==> config.mk <==
export PLATFORM = sky130hd
export DESIGN_NAME = linear_key_value_table_top
export DESIGN_NICKNAME = d
export VERILOG_FILES = /design/src/lkvt_pkg.sv /design/src/lkvt_ram.sv /design/src/lkvt_ctrl.sv /design/src/lkvt_dp.sv /design/src/linear_key_value_table_top.sv
export SDC_FILE = /design/constraint.sdc
export NUM_CORES = 2
export LEC_CHECK = 0
export BUFFER_PORTS_ARGS = -buffer_cell sky130_fd_sc_hd__buf_2
export CAP_MARGIN = 10
export CORE_MARGIN = 5
export CORE_UTILIZATION = 42
export CTS_CLUSTER_SIZE = 8
export DETAILED_ROUTE_END_ITERATION = 12
export GPL_ROUTABILITY_DRIVEN = 0
export PLACE_DENSITY = 0.65
export SYNTH_ARGS = -nofsm -noshare
export SYNTH_HDL_FRONTEND = slang
export SYNTH_HIERARCHICAL = 1
export SYNTH_SLANG_ARGS = --single-unit
==> constraint.sdc <==
create_clock -name clk -period 8 [get_ports clk]
set_input_delay 0 -clock clk [delete_from_list [all_inputs] [get_ports clk]]
set_output_delay 0 -clock clk [all_outputs]
set_load 0.02 [all_outputs]
==> src/lkvt_pkg.sv <==
package lkvt_pkg;

	localparam int MODE_W = 3;
	localparam int KEY_W = 32;
	localparam int VAL_W = 32;
	localparam int STAT_W = 2;
	localparam int CNT_OUT_W = 7;
	localparam int S_TDATA_W = 64;
	localparam int S_TUSER_W = 3;
	localparam int M_TDATA_W = 40;
	localparam int M_TUSER_W = 3;

	typedef enum logic [MODE_W-1:0] {
		MODE_LOOKUP = 3'd0,
		MODE_ACCESS = 3'd1,
		MODE_WRITE  = 3'd2,
		MODE_ERASE  = 3'd3,
		MODE_CLEAR  = 3'd4
	} mode_t;

	typedef enum logic [STAT_W-1:0] {
		STAT_OK        = 2'd0,
		STAT_NOT_FOUND = 2'd1,
		STAT_EMPTY     = 2'd2,
		STAT_FULL      = 2'd3
	} status_t;

	typedef enum logic [1:0] {
		WR_FOUND,
		WR_APPEND,
		WR_SHIFT
	} wr_sel_t;

	typedef enum logic [2:0] {
		RES_NONE,
		RES_HIT,
		RES_APPEND,
		RES_MISS,
		RES_FULL,
		RES_CLEAR,
		RES_NOP
	} res_sel_t;

	typedef enum logic [3:0] {
		S_IDLE,
		S_DECODE,
		S_READ,
		S_CMP,
		S_FOUND,
		S_MISS,
		S_SH_RD,
		S_SH_WR,
		S_FINISH
	} fsm_t;

	typedef struct packed {
		logic     load;
		logic     idx_inc;
		logic     rd_en;
		logic     rd_next;
		logic     wr_en;
		wr_sel_t  wr_sel;
		logic     cnt_inc;
		logic     cnt_dec;
		logic     cnt_clr;
		res_sel_t res;
		logic     out_load;
	} dp_cmd_t;

	typedef struct packed {
		mode_t mode;
		logic  match;
		logic  last;
		logic  shift_last;
		logic  cnt_zero;
		logic  cnt_full;
		logic  out_free;
	} dp_sts_t;

endpackage

==> src/lkvt_ram.sv <==
module lkvt_ram #(
	parameter int WIDTH = 64,
	parameter int DEPTH = 64
) (
	input  logic                     clk,
	input  logic                     we,
	input  logic [$clog2(DEPTH)-1:0] waddr,
	input  logic [WIDTH-1:0]         wdata,
	input  logic                     re,
	input  logic [$clog2(DEPTH)-1:0] raddr,
	output logic [WIDTH-1:0]         rdata
);

	logic [WIDTH-1:0] mem [DEPTH];

	always_ff @(posedge clk) begin
		if (we) begin
			mem[waddr] <= wdata;
		end
		if (re) begin
			rdata <= mem[raddr];
		end
	end

endmodule

==> src/lkvt_ctrl.sv <==
module lkvt_ctrl
	import lkvt_pkg::*;
(
	input  logic    clk,
	input  logic    arst_n,
	input  logic    s_tvalid,
	output logic    s_tready,
	input  dp_sts_t sts,
	output dp_cmd_t cmd
);

	fsm_t state_q, state_nxt;
	logic is_search;

	always_comb begin
		unique case (sts.mode)
			MODE_LOOKUP, MODE_ACCESS, MODE_WRITE, MODE_ERASE: is_search = 1'b1;
			default: is_search = 1'b0;
		endcase
	end

	always_ff @(posedge clk or negedge arst_n) begin
		if (!arst_n) begin
			state_q <= S_IDLE;
		end else begin
			state_q <= state_nxt;
		end
	end

	always_comb begin
		state_nxt = state_q;
		unique case (state_q)
			S_IDLE: begin
				if (s_tvalid) state_nxt = S_DECODE;
			end
			S_DECODE: begin
				if (!is_search) state_nxt = S_FINISH;
				else if (sts.cnt_zero) state_nxt = S_MISS;
				else state_nxt = S_READ;
			end
			S_READ: state_nxt = S_CMP;
			S_CMP: begin
				priority if (sts.match) state_nxt = S_FOUND;
				else if (sts.last) state_nxt = S_MISS;
				else state_nxt = S_READ;
			end
			S_FOUND: begin
				if (sts.mode == MODE_ERASE && !sts.last) state_nxt = S_SH_RD;
				else state_nxt = S_FINISH;
			end
			S_MISS: state_nxt = S_FINISH;
			S_SH_RD: state_nxt = S_SH_WR;
			S_SH_WR: begin
				if (sts.shift_last) state_nxt = S_FINISH;
				else state_nxt = S_SH_RD;
			end
			S_FINISH: begin
				if (sts.out_free) state_nxt = S_IDLE;
			end
			default: state_nxt = S_IDLE;
		endcase
	end

	always_comb begin
		cmd = '0;
		cmd.wr_sel = WR_FOUND;
		cmd.res = RES_NONE;
		s_tready = 1'b0;
		unique case (state_q)
			S_IDLE: begin
				s_tready = 1'b1;
				cmd.load = s_tvalid;
			end
			S_DECODE: begin
				if (sts.mode == MODE_CLEAR) begin
					cmd.res = RES_CLEAR;
					cmd.cnt_clr = 1'b1;
				end else if (!is_search) begin
					cmd.res = RES_NOP;
				end
			end
			S_READ: cmd.rd_en = 1'b1;
			S_CMP: begin
				if (!sts.match && !sts.last) cmd.idx_inc = 1'b1;
			end
			S_FOUND: begin
				unique case (sts.mode)
					MODE_LOOKUP, MODE_ACCESS: cmd.res = RES_HIT;
					MODE_WRITE: begin
						cmd.res = RES_HIT;
						cmd.wr_en = 1'b1;
						cmd.wr_sel = WR_FOUND;
					end
					MODE_ERASE: begin
						cmd.res = RES_HIT;
						cmd.cnt_dec = sts.last;
					end
					default: cmd.res = RES_NONE;
				endcase
			end
			S_MISS: begin
				unique case (sts.mode)
					MODE_LOOKUP, MODE_ERASE: cmd.res = RES_MISS;
					MODE_ACCESS, MODE_WRITE: begin
						if (sts.cnt_full) begin
							cmd.res = RES_FULL;
						end else begin
							cmd.res = RES_APPEND;
							cmd.wr_en = 1'b1;
							cmd.wr_sel = WR_APPEND;
							cmd.cnt_inc = 1'b1;
						end
					end
					default: cmd.res = RES_NONE;
				endcase
			end
			S_SH_RD: begin
				cmd.rd_en = 1'b1;
				cmd.rd_next = 1'b1;
			end
			S_SH_WR: begin
				// move slot idx+1 down into slot idx
				cmd.wr_en = 1'b1;
				cmd.wr_sel = WR_SHIFT;
				cmd.idx_inc = 1'b1;
				cmd.cnt_dec = sts.shift_last;
			end
			S_FINISH: cmd.out_load = sts.out_free;
			default: cmd.load = 1'b0;
		endcase
	end

endmodule

==> src/lkvt_dp.sv <==
module lkvt_dp
	import lkvt_pkg::*;
#(
	parameter int CAPACITY = 64,
	parameter int KEY_BITS = 32,
	parameter int VALUE_BITS = 32
) (
	input  logic                 clk,
	input  logic                 arst_n,
	input  logic [S_TDATA_W-1:0] s_tdata,
	input  logic [S_TUSER_W-1:0] s_tuser,
	output logic                 m_tvalid,
	input  logic                 m_tready,
	output logic [M_TDATA_W-1:0] m_tdata,
	output logic [M_TUSER_W-1:0] m_tuser,
	input  dp_cmd_t              cmd,
	output dp_sts_t              sts
);

	localparam int AW = $clog2(CAPACITY);
	localparam int CW = $clog2(CAPACITY + 1);
	localparam int EW = KEY_BITS + VALUE_BITS;

	logic [63:0]           key_wide, val_wide, rd_wide;
	logic [15:0]           cnt_wide;
	logic [MODE_W-1:0]     mode_q;
	logic [KEY_BITS-1:0]   key_q;
	logic [VALUE_BITS-1:0] val_q;
	logic [AW-1:0]         idx_q;
	logic [CW-1:0]         count_q;
	logic [VALUE_BITS-1:0] res_rd_q;
	logic                  res_hit_q;
	status_t               res_st_q;
	logic                  out_valid_q;
	logic [VAL_W-1:0]      out_rd_q;
	logic                  out_hit_q;
	status_t               out_st_q;
	logic [CNT_OUT_W-1:0]  out_cnt_q;

	logic                  ram_we;
	logic [AW-1:0]         ram_waddr, ram_raddr;
	logic [EW-1:0]         ram_wdata, ram_rdata;
	logic [KEY_BITS-1:0]   rd_key;
	logic [VALUE_BITS-1:0] rd_val, app_val;
	logic                  is_write;

	assign key_wide = {32'd0, s_tdata[KEY_W-1:0]};
	assign val_wide = {32'd0, s_tdata[KEY_W+VAL_W-1:KEY_W]};

	assign rd_key = ram_rdata[KEY_BITS-1:0];
	assign rd_val = ram_rdata[EW-1:KEY_BITS];
	assign is_write = (mode_q == MODE_WRITE);
	assign app_val = is_write ? val_q : '0;

	// stored word: value above key
	always_comb begin
		ram_we = cmd.wr_en;
		unique case (cmd.wr_sel)
			WR_FOUND: begin
				ram_waddr = idx_q;
				ram_wdata = {val_q, key_q};
			end
			WR_APPEND: begin
				ram_waddr = count_q[AW-1:0];
				ram_wdata = {app_val, key_q};
			end
			WR_SHIFT: begin
				ram_waddr = idx_q;
				ram_wdata = ram_rdata;
			end
			default: begin
				ram_waddr = idx_q;
				ram_wdata = ram_rdata;
			end
		endcase
	end

	assign ram_raddr = cmd.rd_next ? idx_q + AW'(1) : idx_q;

	lkvt_ram #(
		.WIDTH(EW),
		.DEPTH(CAPACITY)
	) u_ram (
		.clk  (clk),
		.we   (ram_we),
		.waddr(ram_waddr),
		.wdata(ram_wdata),
		.re   (cmd.rd_en),
		.raddr(ram_raddr),
		.rdata(ram_rdata)
	);

	always_ff @(posedge clk) begin
		if (cmd.load) begin
			mode_q <= s_tuser[MODE_W-1:0];
			key_q <= key_wide[KEY_BITS-1:0];
			val_q <= val_wide[VALUE_BITS-1:0];
			idx_q <= '0;
		end else if (cmd.idx_inc) begin
			idx_q <= idx_q + AW'(1);
		end
	end

	always_ff @(posedge clk) begin
		unique case (cmd.res)
			RES_HIT: begin
				res_rd_q <= is_write ? val_q : rd_val;
				res_hit_q <= 1'b1;
				res_st_q <= STAT_OK;
			end
			RES_APPEND: begin
				res_rd_q <= app_val;
				res_hit_q <= 1'b0;
				res_st_q <= STAT_OK;
			end
			RES_MISS: begin
				res_rd_q <= '0;
				res_hit_q <= 1'b0;
				res_st_q <= STAT_NOT_FOUND;
			end
			RES_FULL: begin
				res_rd_q <= '0;
				res_hit_q <= 1'b0;
				res_st_q <= STAT_FULL;
			end
			RES_CLEAR: begin
				res_rd_q <= '0;
				res_hit_q <= 1'b0;
				res_st_q <= sts.cnt_zero ? STAT_EMPTY : STAT_OK;
			end
			RES_NOP: begin
				res_rd_q <= '0;
				res_hit_q <= 1'b0;
				res_st_q <= STAT_OK;
			end
			default: begin
				res_rd_q <= res_rd_q;
			end
		endcase
	end

	always_ff @(posedge clk or negedge arst_n) begin
		if (!arst_n) begin
			count_q <= '0;
		end else begin
			priority if (cmd.cnt_clr) count_q <= '0;
			else if (cmd.cnt_inc) count_q <= count_q + CW'(1);
			else if (cmd.cnt_dec) count_q <= count_q - CW'(1);
		end
	end

	assign rd_wide = 64'(res_rd_q);
	assign cnt_wide = 16'(count_q);

	always_ff @(posedge clk or negedge arst_n) begin
		if (!arst_n) begin
			out_valid_q <= 1'b0;
		end else if (cmd.out_load) begin
			out_valid_q <= 1'b1;
		end else if (m_tready) begin
			out_valid_q <= 1'b0;
		end
	end

	always_ff @(posedge clk) begin
		if (cmd.out_load) begin
			out_rd_q <= rd_wide[VAL_W-1:0];
			out_hit_q <= res_hit_q;
			out_st_q <= res_st_q;
			out_cnt_q <= cnt_wide[CNT_OUT_W-1:0];
		end
	end

	assign m_tvalid = out_valid_q;
	assign m_tdata = {1'b0, out_cnt_q, out_rd_q};
	assign m_tuser = {out_st_q, out_hit_q};

	assign sts.mode = mode_t'(mode_q);
	assign sts.match = (rd_key == key_q);
	assign sts.last = (CW'(idx_q) + CW'(1)) == count_q;
	assign sts.shift_last = (CW'(idx_q) + CW'(2)) == count_q;
	assign sts.cnt_zero = (count_q == '0);
	assign sts.cnt_full = (count_q == CW'(CAPACITY));
	assign sts.out_free = !out_valid_q || m_tready;

endmodule

==> src/linear_key_value_table_top.sv <==
// Flow: clear and unused modes go from decode straight to the result; a search probes one slot
// at a time (RAM read, then key compare) from slot 0 upward until a match or the last entry.
// Erase then moves each later entry down one slot; a miss probes every stored entry.
// Throughput: one word in flight; the next word is taken the cycle after the result is
// registered, while that result may still wait on m_tready.
// Reset: arst_n empties the table (count 0); stored entries are not cleared.
module linear_key_value_table_top
	import lkvt_pkg::*;
#(
	parameter int CAPACITY = 64,
	parameter int KEY_BITS = 32,
	parameter int VALUE_BITS = 32
) (
	input  logic                 clk,
	input  logic                 arst_n,
	input  logic                 s_tvalid,
	output logic                 s_tready,
	input  logic [S_TDATA_W-1:0] s_tdata,  // key[31:0], value[63:32]
	input  logic [S_TUSER_W-1:0] s_tuser,  // mode[2:0]
	output logic                 m_tvalid,
	input  logic                 m_tready,
	output logic [M_TDATA_W-1:0] m_tdata,  // read_value[31:0], entry_count[38:32], pad[39]
	output logic [M_TUSER_W-1:0] m_tuser   // hit[0], status[2:1]
);

	dp_cmd_t cmd;
	dp_sts_t sts;

	lkvt_ctrl u_ctrl (
		.clk     (clk),
		.arst_n  (arst_n),
		.s_tvalid(s_tvalid),
		.s_tready(s_tready),
		.sts     (sts),
		.cmd     (cmd)
	);

	lkvt_dp #(
		.CAPACITY  (CAPACITY),
		.KEY_BITS  (KEY_BITS),
		.VALUE_BITS(VALUE_BITS)
	) u_dp (
		.clk     (clk),
		.arst_n  (arst_n),
		.s_tdata (s_tdata),
		.s_tuser (s_tuser),
		.m_tvalid(m_tvalid),
		.m_tready(m_tready),
		.m_tdata (m_tdata),
		.m_tuser (m_tuser),
		.cmd     (cmd),
		.sts     (sts)
	);

endmodule
# Word-level counts from Yosys, hierarchy flattened
# Memory sizes are Yosys's and may differ from the RTL's. A register that Yosys moved wholly into a read port is not among the register bits.
# Cells that the tools add are included.
[word_totals] reg_bits=162 ram_bits=4096 inputBits=71 out_inout_bits=45 elab_cells=116 n_memories=1
[classes] addsub=5 eq_ne=25 mux=48 reduce_logical=23
[mem_list] name="u_dp.u_ram.mem" words=64 word_bits=64 rd=1 rd_ports_with_merged_regs=1 write_ports=1 line="lkvt_ram.sv:14" source="logic [WIDTH-1:0] mem [DEPTH];"
[ops] op="one-hot mux 64 bit (2 select lines)" n=1
[ops] op="one-hot mux 32 bit (3 select lines)" n=1
[ops] op="2-to-1 mux 32 bit" n=2
[ops] op="one-hot mux 4 bit (9 select lines)" n=1
[ops] op="== test 32 bit" n=1
[ops] op="2-to-1 mux 4 bit" n=8
[ops] op="2-to-1 mux 7 bit" n=3
[ops] op="2-to-1 mux 3 bit" n=6
[ops] op="one-hot mux 3 bit (3 select lines)" n=2
[ops] op="== test 4 x 3 -> 1 bit (second input constant)" n=4
[ops] op="2-to-1 mux 1 bit" n=16
[ops] op="== test 7 bit" n=2
[ops] op="== test 3 x 2 -> 1 bit (second input constant)" n=4
[ops] op="== test 3 bit (second input constant)" n=4
[ops] op="2-to-1 mux 6 bit" n=2
[ops] op="== test 4 x 2 -> 1 bit (second input constant)" n=2
[ops] op="one-hot mux 2 bit (4 select lines)" n=1
[ops] op="OR reduction 4 bit" n=2
[ops] op="adder 6 x 1 -> 7 bit (second input constant)" n=1
[ops] op="adder 6 x 2 -> 7 bit (second input constant)" n=1
[ops] op="adder 7 x 1 -> 7 bit (second input constant)" n=1
[ops] op="== test 7 bit (second input constant)" n=1
[ops] op="zero test 7 bit" n=1
[ops] op="subtractor 7 x 1 -> 7 bit (second input constant)" n=1
[ops] op="23 further kinds" n=33

# Logic depth before layout (Yosys ltp)
[depth] depth_word=9 depth_mapped=15

# By module
# Netlist, hierarchy kept.
[modules_own_cells] mod="lkvt_ram" n_inst=1 cells_each=6598 area_per_inst_um2=156989.3 seq_area_each_um2=124919.8
[modules_own_cells] mod="lkvt_dp" n_inst=1 cells_each=528 area_per_inst_um2=7294.5 seq_area_each_um2=4644.5
[modules_own_cells] mod="lkvt_ctrl" n_inst=1 cells_each=80 area_per_inst_um2=578.1 seq_area_each_um2=100.1

# Worst setup path before layout
# OpenSTA, ideal clock, no wires.
[synth_path] kind="register to register" from="reg u_ctrl.state_q[3]" to="mem u_dp.u_ram.mem[48][0], enable pin" setup_time_ns=0.564 t_arrival_ns=6.849 t_required_ns=7.436 slack_ns=0.587 path_stages_with_launch=12 path_buffers=3 period_less_slack_ns=7.413 path_cell_list="dfrtp_1 > buf_6 > nor4b_4 > nand2_1 > nor3b_1 > nor2b_1 > clkbuf_1 > mux2_2 > clkbuf_1 > nor2b_1 > nand4b_1 > nor3_1"
[synth_lines] element="from (decl)" line="lkvt_ctrl.sv:12" source="fsm_t state_q, state_nxt;"
[synth_lines] element="from (signal assigned)" line="lkvt_ctrl.sv:26" source="state_q <= state_nxt;"
[synth_lines] element="to (decl)" line="lkvt_ram.sv:14"

==> impl_metrics.tcl <==
set metrics [dict create \
    skew_ns 0.07660 \
    io_buffers 114 \
    hold_viol_final 0 \
    path_clk_slew_ns 0.05 \
    synth_edf_count 4304 \
    ys_seq_area_frac 0.7865 \
    layout-drive-gt1-share 0.2787 \
    chipWidth_um 636.5 \
    cts_tree "built" \
    fin_ws_ns 1.939 \
    synth_nets 7286 \
    register_area_um2 129700 \
    report.final.slew_viol_count 0 \
    yosys.cell_count.top_type "edfxtp_1" \
    worstPathRequired_ns 8.73 \
    syn_area_per_cell_um2 22.88 \
    via_per_inst 6.203 \
    path_class "reg -> reg" \
    fmax_mhz 165.0 \
    nFillCells 30330 \
    dpl.hpwl_um 241900 \
    critPathLaunchType "flip-flop" \
    critPathCaptureType "flip-flop" \
    wire_per_inst_um 34.46 \
    io_pins 116 \
    synth.cell_area_um2 164900 \
    power.total_uw 60910 \
    grt_pass1_wl_um 641400 \
    cp_top_family "buffers and inverters" \
    ys_top_cells_by_count "4304 x edfxtp_1, 1024 x mux4_2, 201 x a22oi_1" \
    crit_top_cell "buf_4" \
    fp-row-count 230 \
    wirelength_um 455300 \
    grt_pass1_vias 83930 \
    maxSlewHeadroom 0.1453 \
    power_density_nw_per_um2 318.5 \
    setup_violations 0 \
    cts_max_level 6 \
    postLayoutCoreUtil 0.4883 \
    ys_types 70 \
    status "finished, final reports clean" \
    yosysTopAreaCellShare 0.7840 \
    period_share 0.7577 \
    critPathMaxFanout 61 \
    grt_antenna_before_repair 19 \
    cts_buffers 611 \
    cap_violations 0 \
    post-route-drc-count 0 \
    drt_iter0_drc 11140 \
    multi_input_comb_area_um2 33770 \
    ys_seq_elements 4322 \
    ir_drop_mv 0.2640 \
    grt_max_degree 113 \
    area_growth_syn_to_layout_pct 16.02 \
    crit_buf_inv 3 \
    synth.area.top_cells "edfxtp_1 78%, mux4_2 14%, a22oi_1 0.92%, mux2i_1 0.83%, a22o_1 0.64%" \
    synth_top_flop_cell "edfxtp_1" \
    grt-ovfl-total 0 \
    track_usage 0.2208 \
    syn_inst 7206 \
    crit_chain "nand2b_1, nor2_1, nand2_1, xnor2_2, buf_4, buf_12, buf_4, mux4_2, mux2i_1, o22ai_1, a31oi_1, a211oi_1" \
    clk_path_buf_depth 4 \
    hold_path_class "in -> async" \
    p_leak_uw 0.05804 \
    synth_top_area_cell "edfxtp_1" \
    nets 7975 \
    setup_tns_ns 0 \
    die_area_um2 405200 \
    firstDrtPassIters 5 \
    synth-async-reset-ratio 0.002776 \
    critPathSlowestCell "nor2_1" \
    cts_sinks 4322 \
    cts-root-buf "clkbuf_16" \
    dp_slack_ns 2.012 \
    fin_crit_ns 6.061 \
    worstMarginPinSlew_ns 1.282 \
    fp.dieH_um 636.5 \
    core_um2 391700 \
    vias 81970 \
    critPathMaxStageDelay_ns 0.86 \
    cts_setup_buffers 0 \
    worst_hold_slack_ns 0.08289 \
    grt_setup_unrepaired "no" \
    arrival_ns 6.79 \
    clk_latency_ns 1.05 \
    ant_nets 0 \
    start_util 0.4209 \
    yosys_warnings 6 \
]
[stage by stage]
step | cell area (µm²) | instances
final | 191300 | 13210
after detailed placement | 173100 | 12360
after CTS | 191100 | 13190
after global routing | 191300 | 13210
after global placement | 173100 | 12360
after floorplan | 164900 | 7206
[where the power goes]
part | internal [µW] | leakage, µW | switching, µW | total (µW)
Sequential | 26700 | 0.0389 | 401 | 27100
Combinational | 4580 | 0.0110 | 6420 | 11000
Clock | 13700 | 0.00809 | 9120 | 22800
Total | 45000 | 0.0580 | 15900 | 60900
[path summary, 6_finish.rpt]
check                      slack [ns]                          start                        endpoint  depth (start not counted)
max in group asynchronous        7.46                         arst_n     u_dp/count_q[0]$_DFFE_PN0P_                          3
hold / removal                   0.08                         arst_n       u_dp/m_tvalid$_DFFE_PN0P_                          3
setup reg to reg                 1.94  u_ctrl/state_q[1]$_DFFE_PN0P_  u_dp/u_ram/rdata[60]$_DFFE_PP_                         12
min in group clk                 0.13                       s_tvalid        u_dp/key_q[14]$_DFFE_PP_                          3
hold reg to reg                  0.38    u_dp/res_rd_q[23]$_DFFE_PP_     u_dp/out_rd_q[23]$_DFFE_PP_                          0
setup / recovery                 1.94  u_ctrl/state_q[1]$_DFFE_PN0P_  u_dp/u_ram/rdata[60]$_DFFE_PP_                         12
[cell families (layout without fill, tap and decap cells)]
logic type,after synthesis,after routing,share of synthesized area
compound gates,625,625,0.02900
xor+xnor,58,58,0.003081
fa+ha+maj,9,9,0.0007286
buf+inv,437,1208,0.01283
flops,4322,4322,0.7865
mux,1201,1201,0.1509
other cells,1,17,0.00002275
simple gates,553,553,0.01689
[worst reg2reg max path: cells and delay by family, from the launching register on]
kind                   cells  cell delay [ns]
AO/OA/AOI/OAI              3             0.70
XOR/XNOR                   1             0.66
buffers and inverters      3             1.58
flip-flops                 1             0.78
multiplexers               2             0.70
AND/OR/NAND/NOR            3             1.36
[routing by layer]
metal  GRT usage  share of wire
met1      0.2816           0.36
met2      0.3661           0.50
met3     0.04820           0.10
met4     0.09664          0.049
met5           0       0.000059
[state kept, by name (all words and copies together) (netlist names), 2 cells and up]
name              flops
u_dp/u_ram/mem     4096
u_dp/u_ram/rdata     64
u_dp/key_q           32
u_dp/out_rd_q        32
u_dp/res_rd_q        32
u_dp/val_q           32
u_dp/count_q          7
u_dp/out_cnt_q        7
u_dp/idx_q            6
u_ctrl/state_q        4
u_dp/mode_q           3
u_dp/out_st_q         2
u_dp/res_st_q         2
[cells in the final DEF, fill, tap and decap left out, types with 16 or more instances in the layout]
cell,synthesis,routed
edfxtp_1,4304,4304
mux4_2,1024,1024
clkbuf_16,0,618
a22oi_1,201,201
buf_4,42,167
dlygate4sd3_1,0,140
mux2i_1,137,137
nor2_1,183,116
buf_2,186,114
a22o_1,120,105
o22ai_1,85,85
nand2_1,81,78
a211oi_1,68,68
and3_1,68,68
nor2_4,0,66
buf_12,0,63
nand3_1,56,56
xor2_1,42,40
mux2_2,40,39
o221ai_1,38,38
or3_1,32,32
nor2b_1,33,29
or2_2,28,28
inv_1,26,26
a41oi_1,26,26
clkbuf_1,151,25
a21oi_1,20,20
a2bb2oi_1,19,19
clkinv_16,0,18
a31oi_1,18,18
nand2b_1,19,17
diode_2,0,16
[final cells by class]
class	instances	share of cell area
flip-flops and latches	4322	0.6779
multi-input cells	2447	0.1766
clock buffers	643	0.08135
well taps	5220	0.03415
repair buffers	486	0.02375
clock inverters	52	0.005515
inverters	27	0.0005299
diodes	16	0.0002093
[what timing repair did]
| action | in CTS | in global routing |
|---|---|---|
| gates resized for setup | 0 | 0 |
| hold buffers | 140 | 0 |
| hold endpoints to repair | 157 | 0 |
Power figures use the tool's default switching activity.
